[config.mk]
export PLATFORM = sky130hd
export DESIGN_NAME = qbpg_fifo
export DESIGN_NICKNAME = d
export VERILOG_FILES = /design/src/hw/rtl/qbpg_fifo.sv
export SDC_FILE = /design/constraint.sdc
export NUM_CORES = 1
export LEC_CHECK = 0
export BUFFER_PORTS_ARGS = -buffer_cell sky130_fd_sc_hd__buf_2
export CORE_UTILIZATION = 48
export DETAILED_ROUTE_END_ITERATION = 6
export PLACE_DENSITY = 0.75
export SLEW_MARGIN = 25
export SYNTH_ARGS = -nofsm -noshare
export SYNTH_HDL_FRONTEND = slang
export SYNTH_SLANG_ARGS = --single-unit
export TNS_END_PERCENT = 5
[constraint.sdc]
create_clock -name clk -period 1.68 [get_ports clk]
set_clock_uncertainty 0.1 [all_clocks]
set_input_delay 0.168 -clock clk [delete_from_list [all_inputs] [get_ports clk]]
set_output_delay 0.168 -clock clk [all_outputs]
set_load 0.02 [all_outputs]
[src/hw/rtl/qbpg_fifo.sv]
// Small first-in first-out queue with a registered array and a combinational head.
`default_nettype none

module qbpg_fifo #(
  parameter int WIDTH = 8,
  parameter int DEPTH = 2
) (
  input  wire logic             clk,
  input  wire logic             rst,
  input  wire logic             wr_en,
  input  wire logic [WIDTH-1:0] wr_data,
  output logic                  full,
  input  wire logic             rd_en,
  output logic      [WIDTH-1:0] rd_data,
  output logic                  empty
);

  localparam int PTR_W = (DEPTH > 1) ? $clog2(DEPTH) : 1;
  localparam int CNT_W = $clog2(DEPTH + 1);

  logic [WIDTH-1:0] slots [DEPTH];
  logic [PTR_W-1:0] wr_ptr;
  logic [PTR_W-1:0] rd_ptr;
  logic [CNT_W-1:0] count;

  assign full    = (count == CNT_W'(DEPTH));
  assign empty   = (count == '0);
  assign rd_data = slots[rd_ptr];

  always_ff @(posedge clk) begin
    if (rst) begin
      wr_ptr <= '0;
      rd_ptr <= '0;
      count  <= '0;
    end else begin
      if (wr_en) begin
        wr_ptr <= (wr_ptr == PTR_W'(DEPTH - 1)) ? '0 : wr_ptr + 1'b1;
      end
      if (rd_en) begin
        rd_ptr <= (rd_ptr == PTR_W'(DEPTH - 1)) ? '0 : rd_ptr + 1'b1;
      end
      count <= count + CNT_W'(wr_en) - CNT_W'(rd_en);
    end
  end

  always_ff @(posedge clk) begin
    if (wr_en) begin
      slots[wr_ptr] <= wr_data;
    end
  end

endmodule

`default_nettype wire

==> results.md, run 1 <==
* Number of vias per cell at 4.792
* Total core area at 1524 um^2
* Number of global-route vias before repair at 456
* Initial Util at 0.5197
* Setup bufs post-CTS at 0
* # IOs at 22
* CTS tree: built
* Data arrival, critical path at 1.26 ns
* Share of layout cells above drive strength 1 at 0.4250
* Commonest register cell after synthesis: edfxtp_1
* Clk pin slew, worst setup/hold paths at 0.10 ns
* Final Max Tran Viols at 0
* Warnings from Yosys at 0
* # clock sinks at 21
* Endpoints failing setup at 0
* Total Nets Final at 95
* Final Hold Fails at 0
* H-tree Lvls at 1
* Clk buf depth at 2
* Switching power at 0.0002627 W
* Fmax at 653.5 MHz
* WL/cell at 11.96 um
* First-pass DRT Iterations at 4
* Overflow left after global routing at 0
* VDD IR max at 0.6925 mV
* Drt drc at 0
* Worst hold slack at 0.05550 ns
* Share of the synthesized area in the top cell type at 0.6066
* Most instantiated cells after synthesis: 16 x edfxtp_1, 8 x mux2_2, 5 x dfxtp_1, 5 x nor2_1, 3 x nor2b_1
* Max FO, Critical Path at 8
* Leak Pwr at 0.4223 nW
* Synth area leader: edfxtp_1
* Syn_area_per_cell at 17.22 um^2
* Internal at 0.0008062 W
* Sequential power share at 0.586
* Post-synthesis cell count at 46
* Net Sw Frac at 0.2457
* Seq/Total Area, Yosys at 0.7330
* Number of synthesized flops with an enable pin at 16
* Yosys reg bits at 21
* RSZ-0062 raised after global routing: false
* Total wire length at 1.148 mm
* Clk pwr share at 0.214
* Hold WC Path Type: in -> reg
* Status: complete, no violations
* Setup total negative slack at 0 ns
* Syn_nets at 60
* PD cells at 1031 nW/um^2
* Final weighted congestion in routability-driven placement at 0.6789
* # diodes at 0
* Fin crit share at 0.9108
* Placement row count at 14
* Slew headroom at 0.7379
* Final min period at 1.530 ns
* Kind of critical path: reg -> out
* Crit path capture type: primary output
* Die area at 1816 um^2
* # Max-Cap Violations at 0
* Synth unique cells at 11
* First-pass GRT wire length at 1.883 mm
* Root Driver: clkbuf_4
* Vias at 460
* Setup crit start kind: flip-flop
* Post-DRT Antenna Nets at 0
* Synthesized area at 792.0 um^2
* HPWL after detailed placement at 792.6 um
* Fill count at 113
* Largest net degree at the start of global routing at 12
* Worst slew pin tran at 0.3932 ns
* Die Ht at 42.62 um
* I/O Buffers at 21
* TritonCTS Buffers at 3
* FFs w/ async S/R, synth at 0
* Top post-synthesis cells by area: edfxtp_1 61%, dfxtp_1 13%, mux2_2 11%
* Die X at 42.62 um
* Comb power frac at 0.200
* Initial antenna violation count at 0
* Overall Global Routing Usage at 0.1482
* DRT iter0 DRCs at 4
* Clock Latency Late Sink at 0.29 ns
* CP required at 1.41 ns
* Area grow syn2layout at 30.96%
* Most numerous cell in the Yosys netlist: edfxtp_1
## area by class of cell
cell class	count	area [um^2]	area share
sequential	21	581.8	0.5609
timing repair buffer	31	202.7	0.1954
tap	16	20.02	0.01930
multi-input combinational	22	198.9	0.1918
clock buffer	4	26.28	0.02533
inverter	2	7.507	0.007238
## sequential cells by signal, indices dropped and copies added (netlist names), named ones only
| signal | cells |
|---|---|
| slots | 16 |
| count | 2 |
| rd_ptr | 1 |
| wr_ptr | 1 |
## worst paths after layout
check,start,to,slack (ns),cells after the start
worst max-delay path,flip-flop,rd_data[4],0.15,2
worst min-delay path,wr_en,wr_ptr,0.06,3
worst max register to register,count[0],count[1],0.18,6
worst min register to register,rd_ptr,rd_ptr,0.43,2
## routing by layer
layer,global-route usage,share of wire,up-vias,wire [um]
met5,0,0,-,0
met4,0.1125,0.0078,0,9
met3,0.03017,0.041,2,47
met2,0.2455,0.52,12,602
met1,0.1642,0.43,214,488
li1,-,-,232,-
## power groups by stage
| stage | sequential [W] | clock (W) | combinational, W |
|---|---|---|---|
| finish | 0.000627 | 0.000229 | 0.000213 |
| global route | 0.000633 | 0.000256 | 0.000231 |
| CTS | 0.000628 | 0.000241 | 0.000217 |
| detailed placement | 0.000639 | 0 | 0.000200 |
| global placement | 0.000636 | 0 | 0.000193 |
| floorplan | 0.000628 | 0 | 0.000143 |
## through the flow
step | instance area (um^2) | std cells | utilization | setup WS [ns] | total power, W
floorplan | 792.0 | 46 | - | 0.2845 | 0.0007707
global placement | 919.6 | 83 | 0.6034 | 0.2697 | 0.0008293
detailed placement | 919.6 | 83 | 0.6034 | 0.1889 | 0.0008398
CTS | 1037 | 96 | 0.6806 | 0.1234 | 0.001086
global route | 1037 | 96 | 0.6806 | 0.06010 | 0.001121
finish | 1037 | 96 | 0.6806 | 0.1498 | 0.001069
## worst max-delay path, stage by stage, from the launching register on
cell and delay, ns:
dfxtp_2 0.45, mux2_2 0.36, buf_2 0.16
## cells by family (layout without fill, tap and decap cells)
logic type / Yosys count / in the layout / share of synthesized area
buf+inv: 3 / 37 / 0.01580
fa+ha+maj: 2 / 2 / 0.03159
mux: 8 / 8 / 0.1137
simple gates: 9 / 9 / 0.05530
xor+xnor: 3 / 3 / 0.05055
flops: 21 / 21 / 0.7330
## repair_timing
| action | in CTS | in global routing |
|---|---|---|
| hold endpoints to repair | 21 | 0 |
| endpoints found under the setup margin | 3 | 0 |
| resized for setup | 1 | 0 |
| hold buffers | 9 | 0 |
## cell usage in the layout (no fill, tap or decap)
| cell type | Yosys | routed |
|---|---|---|
| buf_2 | 1 | 21 |
| edfxtp_1 | 16 | 16 |
| dlygate4sd3_1 | 0 | 9 |
| mux2_2 | 8 | 8 |
| nor2_1 | 5 | 5 |
| dfxtp_1 | 5 | 4 |
| nor2b_1 | 3 | 3 |
| clkbuf_4 | 0 | 3 |
| inv_1 | 2 | 2 |
| xnor2_1 | 2 | 2 |
| ha_1 | 2 | 2 |
| and2_1 | 1 | 1 |
| xnor3_1 | 1 | 1 |
| dfxtp_2 | 0 | 1 |
| clkbuf_1 | 0 | 1 |
| buf_4 | 0 | 1 |
Note: power is estimated with default switching activity, not from simulation.
==> run 2: changes to the inputs <==
- CORE_MARGIN: not set -> 2
==> run 2 against run 1 <==
Compared with the run above: die area grew 9.6%; combinational power is essentially flat; total power grew 1.1%; largest cell class unchanged; largest power group unchanged.
==> results.md, run 2 (same netlist as run 1, synthesis figures left out) <==
* Number of vias per cell at 4.979 (+3.9%)
* H-tree Lvls at 1 (unchanged)
* Post-DRT Antenna Nets at 0 (unchanged)
* DR WL met2 at 677 um (+12%)
* Data arrival, critical path at 1.29 ns (+0.03 ns)
* Multi-input logic area at 198.9 um^2 (unchanged)
* Share of layout cells above drive strength 1 at 0.4250 (unchanged)
* DRT iter0 DRCs at 11 (+7)
* Initial Util at 0.5197 (unchanged)
* Sequential cell area at 581.8 um^2 (unchanged)
* CP required at 1.41 ns (about the same)
* Slew headroom at 0.7505 (+0.01258)
* Max reg flops at 16 (unchanged)
* Die X at 44.62 um (+4.7%)
* Total Nets Final at 95 (unchanged)
* # Max-Cap Violations at 0 (unchanged)
* Fmax at 643.7 MHz (-1.5%)
* VDD IR max at 0.6744 mV (-2.6%)
* Total wire length at 1.230 mm (+7.1%)
* Kind of critical path: reg -> out
* Hold Path Depth at 3 (unchanged)
* RSZ-0062 raised after global routing: false
* Final Max Tran Viols at 0 (unchanged)
* WL/cell at 12.81 um (+7.1%)
* Cell Chain, Critical Path: mux2_2 -> buf_2
* Post-placement cell area at 919.6 um^2 (unchanged)
* Die area at 1991 um^2 (+9.6%)
* Register bank with the most flops: slots
* Final Hold Fails at 0 (unchanged)
* # clock sinks at 21 (unchanged)
* Area grow syn2layout at 30.96% (unchanged)
* Crit-path slowest cell: dfxtp_2
* Design area at 1037 um^2 (unchanged)
* Worst Hold Launch: rd_en
* Overall Global Routing Usage at 0.1437 (-0.004493)
* Reg-to-Reg Start: count[0]
* Metal3 WL at 41 um (-13%)
* Flop-to-flop setup slack at 0.21 ns (+0.03 ns)
* Number of global-route vias before repair at 498 (+9.2%)
* TritonCTS Buffers at 3 (unchanged)
* Worst slew pin tran at 0.3743 ns (-0.01886 ns)
* Final weighted congestion in routability-driven placement at 0.6741 (-0.71%)
* I/O Buffers at 21 (unchanged)
* First-pass GRT wire length at 1.883 mm (unchanged)
* PD cells at 1042 nW/um^2 (+1.1%)
* CTS tree: built
* Fin crit share at 0.9247 (+0.01384)
* Max FO, Critical Path at 8 (unchanged)
* Overflow left after global routing at 0 (unchanged)
* HPWL after detailed placement at 859.2 um (+8.4%)
* Setup crit start kind: flip-flop
* Most frequent cells in the layout: 21 x buf_2, 16 x edfxtp_1, 9 x dlygate4sd3_1, 8 x mux2_2, 5 x nor2_1
* # IOs at 22 (unchanged)
* Fill count at 122 (+8.0%)
* R2R depth at 6 (unchanged)
* Clk pin slew, worst setup/hold paths at 0.11 ns (about the same)
* Final Util at 0.6806 (unchanged)
* Regs by FF count: slots: 16 flops, count: 2 flops
* Root Driver: clkbuf_4
* Worst r2r dst: count[1]
* Endpoints failing setup at 0 (unchanged)
* Setup bufs post-CTS at 0 (unchanged)
* Hold WC Path Type: in -> reg
* Final min period at 1.553 ns (+0.02326 ns)
* Largest net degree at the start of global routing at 12 (unchanged)
* Top Metal Used: met4
* Clock Latency Late Sink at 0.31 ns (+0.02 ns)
* Drt drc at 0 (unchanged)
* Vias at 478 (+3.9%)
* Commonest non-fill, non-tap cell in the layout: buf_2
* Met1 wire length at 467 um (-4.3%)
* Setup total negative slack at 0 ns (unchanged)
* # diodes at 0 (unchanged)
* Clk buf depth at 2 (unchanged)
* Crit path largest cell delay at 0.46 ns (about the same)
* Status: complete, no violations
* First-pass DRT Iterations at 3 (-1)
* Post-layout power at 0.001081 W (+1.1%)
* Die Ht at 44.62 um (+4.7%)
* Worst Path Buf+Inv at 1 (unchanged)
* Placement row count at 14 (unchanged)
* Total core area at 1524 um^2 (unchanged)
* Leak Pwr at 0.4223 nW (unchanged)
* Crit path capture type: primary output
* CP delay by family, top: flip-flops
* Initial antenna violation count at 0 (unchanged)
## run 2: metrics by stage
step | instances | hold WS (ns) | setup WS, ns
2_1_floorplan | 46 | 0.1396 | 0.2845
3_3_place_gp | 83 | 0.2551 | 0.2703
3_5_place_dp | 83 | 0.2603 | 0.2261
4_1_cts | 96 | 0.03305 | 0.1115
5_1_grt | 96 | 0.07057 | 0.07445
6_report | 96 | 0.03398 | 0.1265
## run 2: timing repair
item	4_1_cts	5_1_grt
hold endpoints to repair	21	0
endpoints found under the setup margin	8	0
hold buffers	9	0
gates resized for setup	1	0
## run 2: per-layer routing
layer	global-route usage	up-vias
li1	-	230
met1	0.1260	232
met2	0.2696	11
met3	0.02449	5
met4	0.1273	0
met5	0	-
## run 2: area by class of cell
cell class              instances  share of cell area
flip-flops and latches         21              0.5609
well taps                      16             0.01930
clock buffers                   4             0.02533
multi-input cells              22              0.1918
inverters                       2            0.007238
repair buffers                 31              0.1954
## run 2: worst max-delay path by stage
stage / startpoint / endpoint / slack (ns) / cells after the start
floorplan: count[0] / count[1] / 0.28 / 6
global placement: count[0] / count[1] / 0.27 / 6
detailed placement: count[0] / count[1] / 0.23 / 6
CTS: flip-flop / rd_data[5] / 0.11 / 2
global route: count[0] / count[1] / 0.07 / 6
finish: flip-flop / rd_data[5] / 0.13 / 2
## run 2: worst min-delay path: cells and delay by family
family	cells	cell delay (ns)
AND/OR/NAND/NOR	1	0.07
XOR/XNOR	1	0.07
buffers and inverters	1	0.10
## run 2: report_power, final
group | switching (W) | internal [W]
clock | 0.000149 | 0.0000928
combinational | 0.000102 | 0.000110
sequential | 0.0000246 | 0.000603
total | 0.000275 | 0.000806
