==> src/hw/rtl/qbpg_pkg.sv <==
// Shared constants, step tables and types for the quadratic Bezier point generator.
`default_nettype none

package qbpg_pkg;

  localparam int COORD_WIDTH_DEF  = 16;
  localparam int MAX_SEGMENTS_DEF = 63;

  localparam int SEG_W   = 6;   // segment count and point index
  localparam int T_W     = 17;  // Q1.16 parameter, holds 0..65536
  localparam int WGT_W   = 33;  // Q1.32 weight, holds 0..2^32
  localparam int T_ONE   = 65536;
  localparam int N_COORD = 6;   // x0 y0 x1 y1 x2 y2

  localparam logic [SEG_W-1:0] SEG_RESET = 6'd10;
  localparam logic [63:0]      ROUND_HALF = 64'h0000_0000_8000_0000;

  localparam int CURVE_QUEUE_DEPTH = 2;
  localparam int OUT_QUEUE_DEPTH   = 8;

  // Per-curve step: t advances by T_ONE / n each point, with the remainder
  // carried so that t = floor(i * T_ONE / n) exactly. Entry 0 is never used.
  localparam logic [T_W-1:0] STEP_Q [64] = '{
    17'd0,             17'(T_ONE / 1),  17'(T_ONE / 2),  17'(T_ONE / 3),
    17'(T_ONE / 4),    17'(T_ONE / 5),  17'(T_ONE / 6),  17'(T_ONE / 7),
    17'(T_ONE / 8),    17'(T_ONE / 9),  17'(T_ONE / 10), 17'(T_ONE / 11),
    17'(T_ONE / 12),   17'(T_ONE / 13), 17'(T_ONE / 14), 17'(T_ONE / 15),
    17'(T_ONE / 16),   17'(T_ONE / 17), 17'(T_ONE / 18), 17'(T_ONE / 19),
    17'(T_ONE / 20),   17'(T_ONE / 21), 17'(T_ONE / 22), 17'(T_ONE / 23),
    17'(T_ONE / 24),   17'(T_ONE / 25), 17'(T_ONE / 26), 17'(T_ONE / 27),
    17'(T_ONE / 28),   17'(T_ONE / 29), 17'(T_ONE / 30), 17'(T_ONE / 31),
    17'(T_ONE / 32),   17'(T_ONE / 33), 17'(T_ONE / 34), 17'(T_ONE / 35),
    17'(T_ONE / 36),   17'(T_ONE / 37), 17'(T_ONE / 38), 17'(T_ONE / 39),
    17'(T_ONE / 40),   17'(T_ONE / 41), 17'(T_ONE / 42), 17'(T_ONE / 43),
    17'(T_ONE / 44),   17'(T_ONE / 45), 17'(T_ONE / 46), 17'(T_ONE / 47),
    17'(T_ONE / 48),   17'(T_ONE / 49), 17'(T_ONE / 50), 17'(T_ONE / 51),
    17'(T_ONE / 52),   17'(T_ONE / 53), 17'(T_ONE / 54), 17'(T_ONE / 55),
    17'(T_ONE / 56),   17'(T_ONE / 57), 17'(T_ONE / 58), 17'(T_ONE / 59),
    17'(T_ONE / 60),   17'(T_ONE / 61), 17'(T_ONE / 62), 17'(T_ONE / 63)
  };

  localparam logic [SEG_W-1:0] STEP_R [64] = '{
    6'd0,           6'(T_ONE % 1),  6'(T_ONE % 2),  6'(T_ONE % 3),
    6'(T_ONE % 4),  6'(T_ONE % 5),  6'(T_ONE % 6),  6'(T_ONE % 7),
    6'(T_ONE % 8),  6'(T_ONE % 9),  6'(T_ONE % 10), 6'(T_ONE % 11),
    6'(T_ONE % 12), 6'(T_ONE % 13), 6'(T_ONE % 14), 6'(T_ONE % 15),
    6'(T_ONE % 16), 6'(T_ONE % 17), 6'(T_ONE % 18), 6'(T_ONE % 19),
    6'(T_ONE % 20), 6'(T_ONE % 21), 6'(T_ONE % 22), 6'(T_ONE % 23),
    6'(T_ONE % 24), 6'(T_ONE % 25), 6'(T_ONE % 26), 6'(T_ONE % 27),
    6'(T_ONE % 28), 6'(T_ONE % 29), 6'(T_ONE % 30), 6'(T_ONE % 31),
    6'(T_ONE % 32), 6'(T_ONE % 33), 6'(T_ONE % 34), 6'(T_ONE % 35),
    6'(T_ONE % 36), 6'(T_ONE % 37), 6'(T_ONE % 38), 6'(T_ONE % 39),
    6'(T_ONE % 40), 6'(T_ONE % 41), 6'(T_ONE % 42), 6'(T_ONE % 43),
    6'(T_ONE % 44), 6'(T_ONE % 45), 6'(T_ONE % 46), 6'(T_ONE % 47),
    6'(T_ONE % 48), 6'(T_ONE % 49), 6'(T_ONE % 50), 6'(T_ONE % 51),
    6'(T_ONE % 52), 6'(T_ONE % 53), 6'(T_ONE % 54), 6'(T_ONE % 55),
    6'(T_ONE % 56), 6'(T_ONE % 57), 6'(T_ONE % 58), 6'(T_ONE % 59),
    6'(T_ONE % 60), 6'(T_ONE % 61), 6'(T_ONE % 62), 6'(T_ONE % 63)
  };

  // Segment plan attached to each curve by the front end.
  typedef struct packed {
    logic [SEG_W-1:0] n;
    logic [T_W-1:0]   step_q;
    logic [SEG_W-1:0] step_r;
  } seg_plan_t;

  localparam int PLAN_W = $bits(seg_plan_t);

endpackage

`default_nettype wire

==> src/hw/rtl/qbpg_front.sv <==
// Front end: segment count register, curve intake, count clamping, step lookup, sign flip.
`default_nettype none

module qbpg_front #(
  parameter int COORD_WIDTH  = qbpg_pkg::COORD_WIDTH_DEF,
  parameter int MAX_SEGMENTS = qbpg_pkg::MAX_SEGMENTS_DEF
) (
  input  wire logic                                       clk,
  input  wire logic                                       rst,
  input  wire logic                                       cfg_write,
  input  wire logic [qbpg_pkg::SEG_W-1:0]                 cfg_data,
  input  wire logic                                       push,
  input  wire logic                                       q_full,
  input  wire logic [qbpg_pkg::N_COORD*COORD_WIDTH-1:0]   coords,
  output logic                                            q_push,
  output logic      [qbpg_pkg::N_COORD*COORD_WIDTH-1:0]   q_coords,
  output qbpg_pkg::seg_plan_t                             q_plan
);

  localparam int W = COORD_WIDTH;

  logic [qbpg_pkg::SEG_W-1:0] segment_count;
  logic [qbpg_pkg::SEG_W-1:0] seg_eff;

  always_ff @(posedge clk) begin
    if (rst) begin
      segment_count <= qbpg_pkg::SEG_RESET;
    end else if (cfg_write) begin
      segment_count <= cfg_data;
    end
  end

  // Zero acts as one segment; anything above the maximum acts as the maximum.
  always_comb begin
    if (segment_count == '0) begin
      seg_eff = qbpg_pkg::SEG_W'(1);
    end else if (segment_count > qbpg_pkg::SEG_W'(MAX_SEGMENTS)) begin
      seg_eff = qbpg_pkg::SEG_W'(MAX_SEGMENTS);
    end else begin
      seg_eff = segment_count;
    end
  end

  assign q_push        = push && !q_full;
  assign q_plan.n      = seg_eff;
  assign q_plan.step_q = qbpg_pkg::STEP_Q[seg_eff];
  assign q_plan.step_r = qbpg_pkg::STEP_R[seg_eff];

  // Flip the sign bit to move each coordinate to offset binary.
  always_comb begin
    for (int k = 0; k < qbpg_pkg::N_COORD; k++) begin
      q_coords[k*W +: W] = {~coords[k*W + W - 1], coords[k*W +: W-1]};
    end
  end

endmodule

`default_nettype wire

==> config.mk <==
export PLATFORM = sky130hd
export DESIGN_NAME = qbpg_front
export DESIGN_NICKNAME = d
export VERILOG_FILES = /design/src/hw/rtl/qbpg_pkg.sv /design/src/hw/rtl/qbpg_front.sv
export SDC_FILE = /design/constraint.sdc
export NUM_CORES = 1
export LEC_CHECK = 0
export ABC_CLOCK_PERIOD_IN_PS = 2900
export BUFFER_PORTS_ARGS = -buffer_cell sky130_fd_sc_hd__buf_2
export CORE_AREA = 2 2 91 93
export DETAILED_ROUTE_END_ITERATION = 8
export DIE_AREA = 0 0 93 95
export GPL_TIMING_DRIVEN = 0
export PLACE_DENSITY = 0.81
export SYNTH_ARGS = -nofsm -noshare
export SYNTH_HDL_FRONTEND = slang
export SYNTH_SLANG_ARGS = --single-unit
==> constraint.sdc <==
create_clock -name clk -period 2.9 [get_ports clk]
set_clock_uncertainty 0.05 [all_clocks]
set_input_delay 0.435 -clock clk [delete_from_list [all_inputs] [get_ports clk]]
set_output_delay 0.435 -clock clk [all_outputs]
set_load 0.02 [all_outputs]
==> impl_metrics.json <==
{
  "status": "finished with violations",
  "violations": "setup timing",
  "worst_path_max_delay_cell": "mux4_2",
  "io_pins": 233,
  "synthDistinctLibCells": 62,
  "worstSetupPathType": "flop to output port",
  "syn_to_final_growth_pct": 55.7,
  "die_w_um": 93,
  "holdWs_ps": 383,
  "crit_path_end_kind": "output port",
  "drt-initial-drc-count": 502,
  "rsz0062_at_grt": "true",
  "fmax_mhz": 326,
  "top_regs": "segment_count: 6 flops",
  "vias_per_cell": 5.59,
  "cts_buffers": 3,
  "synthCells": 390,
  "p_leak_uw": 0.00210,
  "rows": 33,
  "crit_path_end": "q_plan[13]",
  "cp_num_buf_inv": 4,
  "finalHoldViolCount": 0,
  "grt_pass1_vias": 3279,
  "synth_area_um2": 2670,
  "cp_num_cells": 11,
  "htree_levels": 1,
  "drive_above_1_share_pct": 61.5,
  "grt_max_degree": 11,
  "synth_top_cell_by_area": "buf_4",
  "synth-async-reset-ratio_pct": 0,
  "comb_power_share_pct": 80.8,
  "tightest_slew_ps": 706,
  "critPathMaxFanout": 10,
  "reg2reg_slack_ps": 1120,
  "rr_worst_depth": 5,
  "die_y_um": 95,
  "largest_reg_flops": 6,
  "ys_seq_area_share_pct": 4.50,
  "antenna_found_initial": 0,
  "place_congestion": 1.01,
  "hp-class": "input port to flop",
  "wl_per_cell_um": 18.1,
  "fin_ws_ps": -172,
  "grt.overflow.total": 0,
  "slew_viol_final": 0,
  "vias": 3697,
  "yosysTopAreaCellShare_pct": 26.4,
  "yosysWarnings": 0,
  "slew_headroom_pct": 52.9,
  "drv_cap": 0,
  "layout_min_cycle_time_ps": 3070,
  "cts_tree": "yes",
  "clock-sinks": 6,
  "crit_top_cell": "buf_6",
  "hpwl_mm": 8.30,
  "power_density_nw_per_um2": 278,
  "vdd_drop_max_uv": 306,
  "yosys_register_bits": 6,
  "netlist_top_cells_area": "buf_4 (26%), ha_1 (5.2%), a21oi_1 (4.5%)",
  "switching_power_uw": 569,
  "clock_path_buffers": 2,
  "setup_viol": 16,
  "synth_edf_count": 0,
  "cts_hold_buf": 0,
  "fin_setup_tns_ps": -1590,
  "drc": 0,
  "first_pass_iters": 5,
  "critPathRequiredTime_ps": 2410,
  "r2r-start": "segment_count[5]$_SDFFE_PP0P_",
  "crit_start": "segment_count[2]$_SDFFE_PP0P_",
  "cp_slowest_stage_delay_ps": 480,
  "clkPwrFrac_pct": 11.0,
  "num-nets-final": 676,
  "grt_pass1_wl_mm": 17.0,
  "core_area_um2": 7930,
  "placed_area_um2": 3540,
  "synth_nets": 508,
  "crit_chain": "buf_6, buf_8, nor3_4, a21oi_4, clkinv_4, ha_4, nand2_2, a21o_1, o21ai_0, mux4_2, buf_6",
  "worstSkewPairLatency_ps": 230,
  "start_util_pct": 33.7,
  "synthFlopType": "dfxtp_1",
  "fin_area_um2": 4160,
  "io_buffer_count": 141,
  "cts_root_buf": "clkbuf_8",
  "antenna_cells": 0,
  "largest_register": "segment_count",
  "gr-usage-all-layers_pct": 24.7,
  "swShare_pct": 49.2,
  "die_area_um2": 8840,
  "r2r-end": "segment_count[5]$_SDFFE_PP0P_",
  "clk_pin_slew_ps": 40,
  "fin_crit_sh_pct": 106,
  "drt.antenna.violating_nets": 0,
  "startpoint_type": "flop",
  "internal-power_uw": 589,
  "cp.arrival_ps": 2590,
  "cp_top_family": "buffers and inverters",
  "utilization_pct": 52.5,
  "drt-total-wl_mm": 12.0,
  "syn_avg_cell_area_um2": 6.85,
  "seqPwrFrac_pct": 8.2
}
[routing by layer]
layer	vias up	wire [µm]	GRT usage [%]
met3	66	1720	4.47
li1	1595	-	-
met4	0	695	15.9
met1	1617	4140	29.4
met2	419	5420	40.8
met5	-	0	0
[synthesized netlist by cell type, types with 2 or more instances]
library cell   n
clkbuf_1      10
nor2b_1       11
o22ai_1        3
a22oi_1        2
buf_6          5
nor3b_1        3
buf_2         17
dfxtp_1        6
a311o_1        2
and3_1         4
a211o_1        2
ha_1          11
a21oi_1       24
mux2i_1       10
nor2_1        22
a311oi_1       2
inv_1         16
nand2_1       29
buf_4         94
a31oi_1        6
o311a_1        2
a2bb2oi_1      2
o211ai_1       8
o21ai_1        2
nor3_1         6
o21ai_0       22
a21o_1         3
nand3_1        6
mux4_2         3
or3_1          2
nand2b_1      19
a211oi_1       6
[worst register-to-register path: cells and delay by family, from the launching register on]
kind / cells / cell delay, ps
buffers and inverters: 3 / 1090
flip-flops: 1 / 300
multiplexers: 1 / 160
AND/OR/NAND/NOR: 1 / 120
[per-stage QoR]
step	total power [µW]	cells	worst slack, ps
after floorplan	639	390	33.7
after global placement	867	636	-642
after detailed placement	862	636	-575
after CTS	1080	655	-166
after global routing	1210	661	-253
final	1160	661	-172
[what timing repair did]
action,CTS,global route
pin swaps,13,13
setup endpoints to repair,22,20
resized for setup,70,47
setup buffers,18,11
[final cells by class]
type	count	area, µm²
fillers	773	3770
multi-input cells	238	1870
repair buffers	170	998
plain buffers	121	911
well taps	105	131
flip-flops and latches	6	129
inverters	18	75.1
clock buffers	3	41.3
[worst min-delay path by stage]
| stage | endpoint | from | depth (start not counted) |
|---|---|---|---|
| 6_report | segment_count[0]$_SDFFE_PP0P_ | rst | 2 |
| 5_1_grt | segment_count[3]$_SDFFE_PP1P_ | cfg_data[3] | 3 |
| 4_1_cts | segment_count[0]$_SDFFE_PP0P_ | rst | 2 |
| 3_5_place_dp | segment_count[3]$_SDFFE_PP1P_ | cfg_data[3] | 3 |
| 3_3_place_gp | segment_count[1]$_SDFFE_PP1P_ | cfg_data[1] | 3 |
| 2_1_floorplan | segment_count[0]$_SDFFE_PP0P_ | rst | 1 |
[power groups by stage]
stage | combinational (µW) | clock, µW | sequential (µW)
6_report | 935 | 127 | 95.3
5_1_grt | 981 | 137 | 95.6
4_1_cts | 860 | 128 | 93.2
3_5_place_dp | 768 | 0 | 93.7
3_3_place_gp | 773 | 0 | 93.7
2_1_floorplan | 547 | 0 | 92.0
[layout by cell type (no fill, tap or decap), types with 6 or more instances in the layout]
cell | netlist | routed
buf_2 | 17 | 136
buf_4 | 94 | 129
nand2_1 | 29 | 23
a21oi_1 | 24 | 21
nand2b_1 | 19 | 17
nor2_1 | 22 | 17
o21ai_0 | 22 | 15
inv_1 | 16 | 13
buf_6 | 5 | 10
mux2i_1 | 10 | 10
clkbuf_1 | 10 | 9
o21ai_1 | 2 | 9
o211ai_1 | 8 | 8
ha_4 | 0 | 8
nor2b_1 | 11 | 7
nand3_1 | 6 | 6
a31oi_1 | 6 | 6
[kinds of logic (layout without fill, tap and decap cells)]
kind of cell / count (synthesis) / after routing / share of synthesized area, %
buffers and inverters: 146 / 312 / 36.6
AND/OR/NAND/NOR: 110 / 110 / 21.0
AO/OA/AOI/OAI: 104 / 104 / 26.5
multiplexers: 13 / 13 / 6.28
adder cells (fa/ha/maj): 11 / 11 / 5.15
flip-flops: 6 / 6 / 4.50
Note: power is estimated with default switching activity, not from simulation.
